File: src/rtl/core/u3hb_pkg.sv
// package for the uniform 3d histogram binner: types, constants and helpers
package u3hb_pkg;

    localparam int MAX_BINS_X_DEF = 16;
    localparam int MAX_BINS_Y_DEF = 16;
    localparam int MAX_BINS_Z_DEF = 16;

    localparam int CFG_IDX_W  = 3;
    localparam int CFG_DATA_W = 32;
    localparam int CNT_W      = 32;
    localparam int COORD_W    = 32;
    localparam int WIDTH_W    = 31;
    localparam int BCNT_W     = 15;
    localparam int RIDX_W     = 4;
    localparam int QUO_W      = 33;

    localparam logic [CNT_W-1:0] SAT_MAX = '1;

    typedef enum logic [1:0] {
        ACT_BIN   = 2'd0,
        ACT_CLEAR = 2'd1,
        ACT_READ  = 2'd2,
        ACT_NONE  = 2'd3
    } t_action;

    typedef enum logic [2:0] {
        CFG_MIN_X   = 3'd0,
        CFG_MIN_Y   = 3'd1,
        CFG_MIN_Z   = 3'd2,
        CFG_WIDTH_X = 3'd3,
        CFG_WIDTH_Y = 3'd4,
        CFG_WIDTH_Z = 3'd5,
        CFG_BCOUNTS = 3'd6
    } t_cfg_idx;

    typedef enum logic [1:0] {
        ST_IDLE  = 2'd0,
        ST_DIV   = 2'd1,
        ST_CLEAR = 2'd2,
        ST_EXEC  = 2'd3
    } t_front_state;

    function automatic logic [CNT_W-1:0] sat_inc(input logic [CNT_W-1:0] v);
        sat_inc = (v == SAT_MAX) ? v : v + CNT_W'(1);
    endfunction

endpackage

File: src/rtl/core/u3hb_front.sv
// front part: accepts items, divides the three axes bit-serially, classifies hit or miss
module u3hb_front #(
    parameter int MAX_BINS_X = u3hb_pkg::MAX_BINS_X_DEF,
    parameter int MAX_BINS_Y = u3hb_pkg::MAX_BINS_Y_DEF,
    parameter int MAX_BINS_Z = u3hb_pkg::MAX_BINS_Z_DEF,
    parameter int AW = 12
) (
    input  logic                              i_clk,
    input  logic                              i_rst_n,
    input  logic                              i_push,
    output logic                              o_full,
    input  logic [1:0]                        i_action,
    input  logic signed [u3hb_pkg::COORD_W-1:0] i_coord_x,
    input  logic signed [u3hb_pkg::COORD_W-1:0] i_coord_y,
    input  logic signed [u3hb_pkg::COORD_W-1:0] i_coord_z,
    input  logic [u3hb_pkg::RIDX_W-1:0]       i_read_bin_x,
    input  logic [u3hb_pkg::RIDX_W-1:0]       i_read_bin_y,
    input  logic [u3hb_pkg::RIDX_W-1:0]       i_read_bin_z,
    input  logic signed [u3hb_pkg::COORD_W-1:0] i_min_x,
    input  logic signed [u3hb_pkg::COORD_W-1:0] i_min_y,
    input  logic signed [u3hb_pkg::COORD_W-1:0] i_min_z,
    input  logic [u3hb_pkg::WIDTH_W-1:0]      i_width_x,
    input  logic [u3hb_pkg::WIDTH_W-1:0]      i_width_y,
    input  logic [u3hb_pkg::WIDTH_W-1:0]      i_width_z,
    input  logic [u3hb_pkg::BCNT_W-1:0]       i_bin_counts,
    output logic                              o_cmd_valid,
    input  logic                              i_cmd_ready,
    output logic [1:0]                        o_cmd_op,
    output logic                              o_cmd_ok,
    output logic [AW-1:0]                     o_cmd_addr
);
    localparam int QW = u3hb_pkg::QUO_W;
    localparam int WW = u3hb_pkg::WIDTH_W;
    localparam int SW = $clog2(QW + 1);
    localparam int RIDX_W_L = u3hb_pkg::RIDX_W;

    u3hb_pkg::t_front_state r_state, n_state;
    logic [SW-1:0] r_step, n_step;
    logic [1:0]    r_op;
    logic [QW-1:0] r_qx, r_qy, r_qz;
    logic [WW:0]   r_rx, r_ry, r_rz;
    logic          r_negx, r_negy, r_negz;
    logic [RIDX_W_L-1:0] r_rbx, r_rby, r_rbz;

    logic [QW:0]   dx, dy, dz;
    logic [WW:0]   sx, sy, sz;
    logic [WW+1:0] tx, ty, tz;

    logic [5:0] cnt_x, cnt_y, cnt_z;
    logic okx, oky, okz, rdok;
    logic [AW+8:0] bin_addr, rd_addr;

    function automatic logic [5:0] clampc(input logic [4:0] c, input int maxb);
        clampc = (32'(c) > maxb) ? 6'(maxb) : {1'b0, c};
    endfunction

    always_comb begin
        dx = {{2{i_coord_x[31]}}, i_coord_x} - {{2{i_min_x[31]}}, i_min_x};
        dy = {{2{i_coord_y[31]}}, i_coord_y} - {{2{i_min_y[31]}}, i_min_y};
        dz = {{2{i_coord_z[31]}}, i_coord_z} - {{2{i_min_z[31]}}, i_min_z};
        // restoring divide step
        sx = {r_rx[WW-1:0], r_qx[QW-1]};
        sy = {r_ry[WW-1:0], r_qy[QW-1]};
        sz = {r_rz[WW-1:0], r_qz[QW-1]};
        tx = {1'b0, sx} - {2'b0, i_width_x};
        ty = {1'b0, sy} - {2'b0, i_width_y};
        tz = {1'b0, sz} - {2'b0, i_width_z};
        cnt_x = clampc(i_bin_counts[4:0], MAX_BINS_X);
        cnt_y = clampc(i_bin_counts[9:5], MAX_BINS_Y);
        cnt_z = clampc(i_bin_counts[14:10], MAX_BINS_Z);
        okx = !r_negx && (i_width_x != '0) && (r_qx < QW'(cnt_x));
        oky = !r_negy && (i_width_y != '0) && (r_qy < QW'(cnt_y));
        okz = !r_negz && (i_width_z != '0) && (r_qz < QW'(cnt_z));
        bin_addr = ((r_qx[AW+8:0] * (AW+9)'(MAX_BINS_Y)) + r_qy[AW+8:0])
                   * (AW+9)'(MAX_BINS_Z) + r_qz[AW+8:0];
        rdok = (32'(r_rbx) < MAX_BINS_X) && (32'(r_rby) < MAX_BINS_Y)
               && (32'(r_rbz) < MAX_BINS_Z);
        rd_addr = (((AW+9)'(r_rbx) * (AW+9)'(MAX_BINS_Y)) + (AW+9)'(r_rby))
                  * (AW+9)'(MAX_BINS_Z) + (AW+9)'(r_rbz);
    end

    always_comb begin
        n_state = r_state;
        n_step = r_step;
        o_full = (r_state != u3hb_pkg::ST_IDLE);
        o_cmd_valid = (r_state == u3hb_pkg::ST_EXEC);
        o_cmd_op = r_op;
        o_cmd_ok = 1'b0;
        o_cmd_addr = '0;
        if (r_op == u3hb_pkg::ACT_BIN) begin
            o_cmd_ok = okx && oky && okz;
            o_cmd_addr = bin_addr[AW-1:0];
        end else if (r_op == u3hb_pkg::ACT_READ) begin
            o_cmd_ok = rdok;
            o_cmd_addr = rd_addr[AW-1:0];
        end
        case (r_state)
            u3hb_pkg::ST_IDLE: begin
                if (i_push) begin
                    n_step = '0;
                    n_state = (i_action == u3hb_pkg::ACT_BIN) ? u3hb_pkg::ST_DIV
                                                              : u3hb_pkg::ST_EXEC;
                end
            end
            u3hb_pkg::ST_DIV: begin
                n_step = r_step + SW'(1);
                if (r_step == SW'(QW - 1)) n_state = u3hb_pkg::ST_EXEC;
            end
            u3hb_pkg::ST_EXEC: begin
                if (i_cmd_ready) n_state = u3hb_pkg::ST_IDLE;
            end
            default: n_state = u3hb_pkg::ST_IDLE;
        endcase
    end

    always_ff @(posedge i_clk) begin
        if (!i_rst_n) begin
            r_state <= u3hb_pkg::ST_IDLE;
            r_step  <= '0;
        end else begin
            r_state <= n_state;
            r_step  <= n_step;
        end
    end

    always_ff @(posedge i_clk) begin
        if (r_state == u3hb_pkg::ST_IDLE && i_push) begin
            r_op <= i_action;
            r_negx <= dx[QW]; r_negy <= dy[QW]; r_negz <= dz[QW];
            r_qx <= dx[QW-1:0]; r_qy <= dy[QW-1:0]; r_qz <= dz[QW-1:0];
            r_rx <= '0; r_ry <= '0; r_rz <= '0;
            r_rbx <= i_read_bin_x; r_rby <= i_read_bin_y; r_rbz <= i_read_bin_z;
        end else if (r_state == u3hb_pkg::ST_DIV) begin
            r_rx <= tx[WW+1] ? sx : tx[WW:0];
            r_ry <= ty[WW+1] ? sy : ty[WW:0];
            r_rz <= tz[WW+1] ? sz : tz[WW:0];
            r_qx <= {r_qx[QW-2:0], !tx[WW+1]};
            r_qy <= {r_qy[QW-2:0], !ty[WW+1]};
            r_qz <= {r_qz[QW-2:0], !tz[WW+1]};
        end
    end

`ifndef ASSERT_OFF
    a_valid_exec: assert property (@(posedge i_clk) disable iff (!i_rst_n)
        o_cmd_valid |-> o_full) else $error("cmd valid while idle");
    a_div_len: assert property (@(posedge i_clk) disable iff (!i_rst_n)
        (r_state == u3hb_pkg::ST_DIV) |-> (r_step < SW'(QW))) else $error("divide overrun");
    a_hold: assert property (@(posedge i_clk) disable iff (!i_rst_n)
        (o_cmd_valid && !i_cmd_ready) |=> o_cmd_valid) else $error("cmd dropped");
`endif
endmodule

File: config.mk
export PLATFORM = sky130hd
export DESIGN_NAME = u3hb_front
export DESIGN_NICKNAME = d
export VERILOG_FILES = /design/src/rtl/core/u3hb_pkg.sv /design/src/rtl/core/u3hb_front.sv
export SDC_FILE = /design/constraint.sdc
export NUM_CORES = 1
export LEC_CHECK = 0
export BUFFER_PORTS_ARGS = -buffer_cell sky130_fd_sc_hd__buf_4
export CORE_MARGIN = 2
export CORE_UTILIZATION = 45
export CTS_BUF_LIST = sky130_fd_sc_hd__clkbuf_2
export CTS_CLUSTER_DIAMETER = 200
export DETAILED_ROUTE_END_ITERATION = 10
export MAX_ROUTING_LAYER = met4
export PLACE_DENSITY = 0.7
export SLEW_MARGIN = 20
export SYNTH_ARGS = -nofsm -noshare
export SYNTH_HDL_FRONTEND = slang
export SYNTH_SLANG_ARGS = --single-unit
File: constraint.sdc
create_clock -name i_clk -period 4.4 [get_ports i_clk]
set_input_delay 0.44 -clock i_clk [delete_from_list [all_inputs] [get_ports i_clk]]
set_output_delay 0.44 -clock i_clk [all_outputs]
set_load 0.02 [all_outputs]
==> qor.yml <==
cts_inserted_buffers: 59
numClockSinks: 217
avgSynthCellArea_um2: 8.146
remaining_drc_errors: 0
synth_xor_area_share_pct: 7.357
port_buffers: 334
grt_max_degree: 185
antenna_found_initial: 6
worstSkewPairLatency_ns: 1.05
ir_drop_uv: 145.9
cp_data_arrival_time_ns: 3.68
mappedNetlistNets: 2965
place.gp.congestion: 0.9298
yosys-mux-area-fraction_pct: 3.602
setup_viol: 0
cp_max_fo: 3
ys_seq_area_share_pct: 27.86
syn_area_um2: 19760
ant_nets: 0
ys.flop_type: "edfxtp_1"
tns_ns: 0
critPathKind: "register to output port"
fmax_mhz: 243.0
tightestPinTransition_ns: 0.9653
period_share_pct: 93.53
crit-reg2reg-launch: "r_qx[32]"
std_cell_rows: 76
dp_hpwl_um: 45730
status: "finished, final reports clean"
synth_edf_count: 116
yosys_register_bits: 217
max_cap_viol_count: 0
cts-root-buf: "clkbuf_2"
core_area_um2: 43170
reg2reg_depth: 14
hold_viol_final: 0
finalCoreUtilization_pct: 55.97
synth_top_family_by_area: "compound AO/OA/AOI/OAI gates"
yosys-top-cells-area: "edfxtp_1, ha_1, dfxtp_1, nand2_1, o21ai_0"
cp-end-kind: "output port"
ff2ff_setup_slack_ns: 0.55
vias: 19130
fp.dieArea_um2: 45610
wl_per_cell_um: 16.94
netlist_instances: 2426
wl_um: 58840
vias_per_cell: 5.506
async_flop_share_pct: 0
synthSimpleGateAreaFrac_pct: 15.99
synth_fa_ha_area_share_pct: 14.30
first_iter_violations: 1240
fin_skew_ns: 0.1611
period_minus_slack_ns: 4.115
overflow: 0
synth_most_common_cell: "nand2_1"
initial_utilization_pct: 45.78
cts_tree: "built"
nNetsFinal: 3377
min_path_cells: 3
drt_first_pass_iters: 5
holdPathEnd: "r_qx[1]"
powerDensity_nw_per_um2: 258.0
grt_pass1_wl_um: 93430
slew_viol_final: 0
rsz0062_at_grt: "false"
drive_above_1_share_pct: 16.82
clock_path_buffers: 3
synth.distinct_cells: 88
hp-start: "i_min_x[1]"
slew_headroom_pct: 35.65
pin_count: 335
cts.clk_slew.worst_paths_ns: 0.10
area_growth_pct: 22.27
cp-start-kind: "register"
cts_setup_buffers: 0
yosys-top-cells-count: "nand2_1, inv_1, ha_1"
synth_top_cell_by_area: "edfxtp_1"
die_h_um: 213.6
fp.dieW_um: 213.6
required_ns: 3.96
track_usage_pct: 26.12
leakagePower_nw: 11.79
cts.htree.levels: 2
synth-compound-area-share_pct: 24.16
grt_pass1_vias: 18880
yosys_warnings: 0
min_path_type: "input pin to register"
r2r-end: "r_rx[24]"
synth_top_area_share_pct: 17.63
## state kept, by name, indices dropped and copies added (netlist names), 2 cells and up
register / count
o_cmd_op: 2
r_qx: 33
r_qy: 33
r_qz: 33
r_rbx: 4
r_rby: 4
r_rbz: 4
r_rx: 31
r_ry: 31
r_rz: 31
r_state: 2
r_step: 6
## critical path, stage by stage (launching register included)
cell      delay [ns]
edfxtp_1        0.48
ha_1            0.25
inv_1           0.07
fa_1            0.41
inv_1           0.07
ha_1            0.25
inv_1           0.09
o21bai_1        0.07
a21oi_1         0.17
xnor2_1         0.15
nor2_1          0.10
a21oi_2         0.23
nor2_1          0.08
buf_4           0.19
## final cells by class
class	count	area [µm²]
Antenna cell	6	15.01
Clock buffer	93	465.4
Clock inverter	13	57.56
Fill cell	4105	19010
Inverter	258	970.9
Multi-Input combinational cell	1870	12950
Sequential cell	217	5505
Tap cell	585	732.0
Timing Repair Buffer	432	3471
## routing by layer
layer | track usage [%] | vias up | part of all wire [%]
li1 | - | 9610 | -
met1 | 33.15 | 8936 | 46
met2 | 43.20 | 477 | 47
met3 | 3.266 | 105 | 4.5
met4 | 8.669 | 0 | 2.6
met5 | - | - | 0
## stage by stage
step / cell area, µm² / hold slack [ns] / instances / worst slack [ns] / total power, mW
after CTS: 24150 / 0.001399 / 3468 / 0.1041 / 6.267
after floorplan: 19760 / 0.4416 / 2426 / 1.037 / 3.939
after detailed placement: 22760 / 0.4648 / 3276 / 0.5511 / 4.704
after global placement: 22760 / 0.4547 / 3276 / 0.6692 / 4.653
final: 24160 / 0.07179 / 3474 / 0.2847 / 6.235
after global routing: 24160 / 0.03512 / 3474 / 0.03106 / 6.618
## report_power, final
| group | switching [mW] | internal, mW |
|---|---|---|
| clock network | 0.931 | 0.557 |
| logic | 1.20 | 0.972 |
| registers | 0.163 | 2.41 |
| total | 2.30 | 3.94 |
## kinds of logic after synthesis
family | count (synthesis)
AO/OA/AOI/OAI | 739
AND/OR/NAND/NOR | 674
buffers and inverters | 339
adder cells (fa/ha/maj) | 221
flip-flops | 217
XOR/XNOR | 166
multiplexers | 70
## placed cells by master (no fill, tap or decap), drive strengths merged, types with 49 or more instances in the layout
cell type    instances
buf                346
nand2              286
inv                258
o21ai              242
ha                 213
a21oi              158
nor2               117
edfxtp             116
a21o               104
xnor2              102
dfxtp              101
clkbuf              93
dlygate4sd3         86
xor2                64
mux2i               61
nand3               50
nor4                49
## worst max path at each step
stage | from | to | slack [ns]
after floorplan | i_push | r_step[2] | 1.04
after global placement | i_width_x[2] | r_rx[19] | 0.67
after detailed placement | i_width_x[0] | r_rx[24] | 0.55
after CTS | r_qx[0] | o_cmd_addr[11] | 0.10
after global routing | r_qx[0] | o_cmd_addr[11] | 0.03
final | r_qx[0] | o_cmd_addr[11] | 0.28
## repair_timing
action,CTS,global route
hold endpoints to repair,81,0
setup endpoints to repair,0,1
hold buffers,86,0
resized for setup,0,1
Note: power is estimated with default switching activity, not from simulation.
